===== config.mk =====
export PLATFORM = sky130hd
export DESIGN_NAME = bnf_front
export DESIGN_NICKNAME = d
export VERILOG_FILES = /design/src/bnf_pkg.sv /design/src/bnf_front.sv
export SDC_FILE = /design/constraint.sdc
export NUM_CORES = 1
export LEC_CHECK = 0
export BUFFER_PORTS_ARGS = -buffer_cell sky130_fd_sc_hd__buf_2
export CAP_MARGIN = 20
export CORE_MARGIN = 5
export CORE_UTILIZATION = 40
export CTS_CLUSTER_DIAMETER = 50
export DETAILED_ROUTE_END_ITERATION = 8
export PLACE_DENSITY = 0.68
export REMOVE_ABC_BUFFERS = 1
export SYNTH_ARGS = -nofsm -noshare
export SYNTH_HDL_FRONTEND = slang
export SYNTH_SLANG_ARGS = --single-unit

===== constraint.sdc =====
create_clock -name clk -period 3.7 [get_ports clk]
set_clock_uncertainty 0.1 [all_clocks]
set_input_delay 0.925 -clock clk [delete_from_list [all_inputs] [get_ports clk]]
set_output_delay 0.925 -clock clk [all_outputs]
set_load 0.03 [all_outputs]

===== src/bnf_pkg.sv =====
// ----------------------------------------------------------------------------
// bnf_pkg: shared definitions of the batch normalization unit
// Sizes, item kinds, result codes and the arithmetic unit request.
// ----------------------------------------------------------------------------
package bnf_pkg;

  localparam int MAX_CHANNELS = 64;
  localparam int BUFFER_DEPTH = 1024;

  localparam int CH_W    = $clog2(MAX_CHANNELS);
  localparam int IDX_W   = $clog2(BUFFER_DEPTH);
  localparam int FILL_W  = $clog2(BUFFER_DEPTH + 1);
  localparam int CNT_W   = FILL_W;
  // Sum of rounded squares: up to 2^48 per sample, one per buffer entry.
  localparam int ACC_W   = 49 + IDX_W;
  localparam int ACCW_W  = CNT_W + ACC_W;
  localparam int ENTRY_W = CH_W + 32;

  // Arithmetic unit sizes.
  localparam int NUM_W    = ACC_W;
  localparam int DEN_W    = 32;
  localparam int SQ_IN_W  = 48;
  localparam int D_W      = SQ_IN_W / 2;

  typedef enum logic [1:0] {
    OP_LOAD   = 2'd0,
    OP_SAMPLE = 2'd1,
    OP_FINISH = 2'd2,
    OP_READ   = 2'd3
  } op_t;

  typedef enum logic [2:0] {
    K_LOAD,
    K_STORED,
    K_BATCH,
    K_FINISH,
    K_READ
  } kind_t;

  typedef enum logic [2:0] {
    ST_VALUE    = 3'd0,
    ST_STORED   = 3'd1,
    ST_FINISHED = 3'd2,
    ST_FULL     = 3'd3,
    ST_INVALID  = 3'd4
  } status_t;

  typedef struct packed {
    kind_t              kind;
    logic [CH_W-1:0]    channel;
    logic [IDX_W-1:0]   buffer_index;
    logic signed [31:0] sample;
    logic signed [31:0] variance;
  } item_t;

  typedef enum logic {
    MOP_DIV,
    MOP_SQRT
  } math_op_t;

  typedef struct packed {
    logic             start;
    math_op_t         op;
    logic [NUM_W-1:0] num;
    logic [DEN_W-1:0] den;
  } math_req_t;

endpackage


===== src/bnf_front.sv =====
// ----------------------------------------------------------------------------
// bnf_front: input queue and item classification
// Two-entry queue that tags each accepted word with the work it needs.
// ----------------------------------------------------------------------------
module bnf_front (
  input  logic                      clk,
  input  logic                      rst,
  input  logic                      push,
  output logic                      full,
  input  logic [1:0]                opcode,
  input  logic [bnf_pkg::CH_W-1:0]  channel,
  input  logic [bnf_pkg::IDX_W-1:0] buffer_index,
  input  logic signed [31:0]        sample_value,
  input  logic signed [31:0]        variance_value,
  input  logic                      use_stored,
  output logic                      item_valid,
  output bnf_pkg::item_t            item,
  input  logic                      item_pop
);
  import bnf_pkg::*;

  item_t      slot [2];
  logic       wr_ptr;
  logic       rd_ptr;
  logic [1:0] count;
  logic       accept;
  item_t      new_item;

  assign full       = (count == 2'd2);
  assign item_valid = (count != 2'd0);
  assign item       = slot[rd_ptr];
  assign accept     = push && !full;

  always_comb begin
    new_item.channel      = channel;
    new_item.buffer_index = buffer_index;
    new_item.sample       = sample_value;
    new_item.variance     = variance_value;
    case (op_t'(opcode))
      OP_LOAD:   new_item.kind = K_LOAD;
      OP_SAMPLE: new_item.kind = use_stored ? K_STORED : K_BATCH;
      OP_FINISH: new_item.kind = K_FINISH;
      OP_READ:   new_item.kind = K_READ;
      default:   new_item.kind = K_READ;
    endcase
  end

  always_ff @(posedge clk) begin
    if (rst) begin
      wr_ptr <= 1'b0;
      rd_ptr <= 1'b0;
      count  <= 2'd0;
    end else begin
      if (accept) begin
        wr_ptr <= ~wr_ptr;
      end
      if (item_pop) begin
        rd_ptr <= ~rd_ptr;
      end
      count <= count + 2'(accept) - 2'(item_pop);
    end
  end

  always_ff @(posedge clk) begin
    if (accept) begin
      slot[wr_ptr] <= new_item;
    end
  end

endmodule


==> flow_summary.toml <==
[synth]
yosys_register_bits = 171
synth_top_area_share_pct = 79.43
yosys.area.top_type = "edfxtp_1"
syn_avg_cell_area_um2 = 21.64
synth-seq-area-share_pct = 81.02
yosys_warnings = 0
synthTopCellsByArea = "edfxtp_1, mux2_2, dfxtp_1"
synth_area_mm2 = 0.006276
synth_cell_types = 22
synthCells = 290

[power_and_ir_drop]
vdd_drop_max_v = 0.0003321
p_leak_nw = 3.008
power.density_mw_per_mm2 = 638.5
total_power_w = 0.005122

[layout]
layout-drive-gt1-share_pct = 60.66
n_antenna_cell = 0
syn_to_final_growth_pct = 27.81
mostFrequentLayoutCell = "buf_2"
fin_nets = 564
instances_no_fill = 699
final_cell_mix = "buf_2, edfxtp_1, mux2_2, clkbuf_16"

[routing]
wire_per_inst_um = 16.62
routed_wl_mm = 11.62
via_per_inst = 4.559
firstDrtPassIters = 4
antenna_left = 0
drc = 0
vias = 3187
drt-initial-drc-count = 121

[global_route]
track_usage_pct = 13.05
grt_pass1_wl_mm = 17.99
grt_pass1_vias = 3548
grt.overflow.total = 0
antenna_found_initial = 1
grt_max_degree = 53

[sta]
max_slew_margin_pct = 50.29
fin_crit_sh_pct = 82.64
tns_ns = 0
setup_viol = 0
hold_viol = 0
fmax_mhz = 327.1
fin_crit_ns = 3.058
rsz0062_at_grt = "no"
drv_slew = 0
layout_setup_ws_ns = 0.6424
tightest_slew_ns = 0.7457

[floorplanning]
core_area_mm2 = 0.01531
die_area_mm2 = 0.01830
rows = 45
die_x_um = 135.3
initial_core_util_pct = 40.98
io_pins = 172
die_h_um = 135.3

[placement]
preCtsSetupSlack_ns = 1.004
globalplace.congestion = 0.7414
dp.cells = 667
io_buffers = 171
dp_hpwl_mm = 7.750

[clock_tree]
hold_buffers = 0
path_clk_slew_ns = 0.06
cts_tree = "yes"
clkLatencyLatePin_ns = 0.41
post_cts.repair.setup_buffers = 0
clock-sinks = 171
cts_max_level = 4
cts_max_path_buffers = 2
post_cts_resized = 0
cts_buffers = 17
cts_root_buffer = "clkbuf_16"

[worst_setup_path]
critical_path_class = "reg2out"
worstPathRequired_ns = 2.67
worst-path-max-fanout = 46
reg2reg_depth = 5
endpoint_kind = "output pin"
cp-start-kind = "flip-flop"
worstPathArrival_ns = 2.03

[run_status]
run_status = "complete, no violations"

[hold_path]
hold-path-cell-count = 2
hp-class = "reg2reg"

[run]
drv_cap = 0
[critical path: stages (launching register included)]
cell and delay, ns:
dfxtp_4 0.69, buf_12 0.33, mux2_2 0.39, buf_2 0.18
[report_power, final]
group	internal, W	total [W]	switching (W)
logic	0.000281	0.000818	0.000536
clock network	0.00120	0.00191	0.000709
registers	0.00234	0.00240	0.0000558
[routing by layer]
layer	part of all wire, %	vias to the layer above	routed length, um	track usage, %
met5	0.095	-	11	0
met4	1.6	2	183	5.263
met3	7.6	14	879	5.609
met2	50	111	5807	21.46
met1	41	1548	4736	15.07
li1	-	1512	-	-
[cell usage after synthesis]
cell / number
or2_2: 1
edfxtp_1: 166
nand2b_2: 1
nor2_1: 3
a21oi_1: 1
xor2_1: 1
buf_2: 1
o21ai_0: 3
buf_6: 8
mux2_2: 83
xnor2_1: 1
or3_1: 1
inv_1: 4
dfxtp_1: 5
nor2b_1: 1
nand2b_1: 2
ha_1: 2
and3_2: 1
inv_2: 1
and2_1: 2
nor3_1: 1
nand2_1: 1
[final cells by class]
type,instances,area (um^2)
fill,1284,7293
inverter,5,20.02
sequential,171,5089
multi-input combinational,105,1081
clock buffer,17,425.4
timing repair buffer,175,923.4
clock inverter,15,219.0
tap,211,264.0
[logic make-up (layout without fill, tap and decap cells)]
| logic type | count (synthesis) | count (layout) | share of synthesized area, % |
|---|---|---|---|
| xor+xnor | 2 | 2 | 0.2792 |
| buf+inv | 14 | 212 | 1.814 |
| fa+ha+maj | 2 | 2 | 0.3987 |
| flops | 171 | 171 | 81.02 |
| mux | 83 | 83 | 14.89 |
| compound gates | 4 | 4 | 0.3188 |
| simple gates | 14 | 14 | 1.276 |
[registers in the layout, indices dropped and copies added (netlist names), named ones only]
| name | count |
|---|---|
| count | 2 |
| rd_ptr | 1 |
| slot | 166 |
| wr_ptr | 1 |
[metrics by stage]
step / instance area, um^2 / hold WS (ns) / utilization [%]
final: 8021 / 0.4178 / 52.38
after global routing: 8021 / 0.4476 / 52.38
after CTS: 8021 / 0.4167 / 52.38
after detailed placement: 7377 / 0.4015 / 48.17
after global placement: 7377 / 0.3927 / 48.17
after floorplan: 6181 / 0.3515 / -
[path summary, 6_finish.rpt]
kind	startpoint	slack (ns)	endpoint
max reg2reg	count[0]	1.61	slot[0][72]
min reg2reg	wr_ptr	0.42	wr_ptr
min	wr_ptr	0.42	wr_ptr
max	flip-flop	0.64	item[81]
Power figures use the tool's default switching activity.
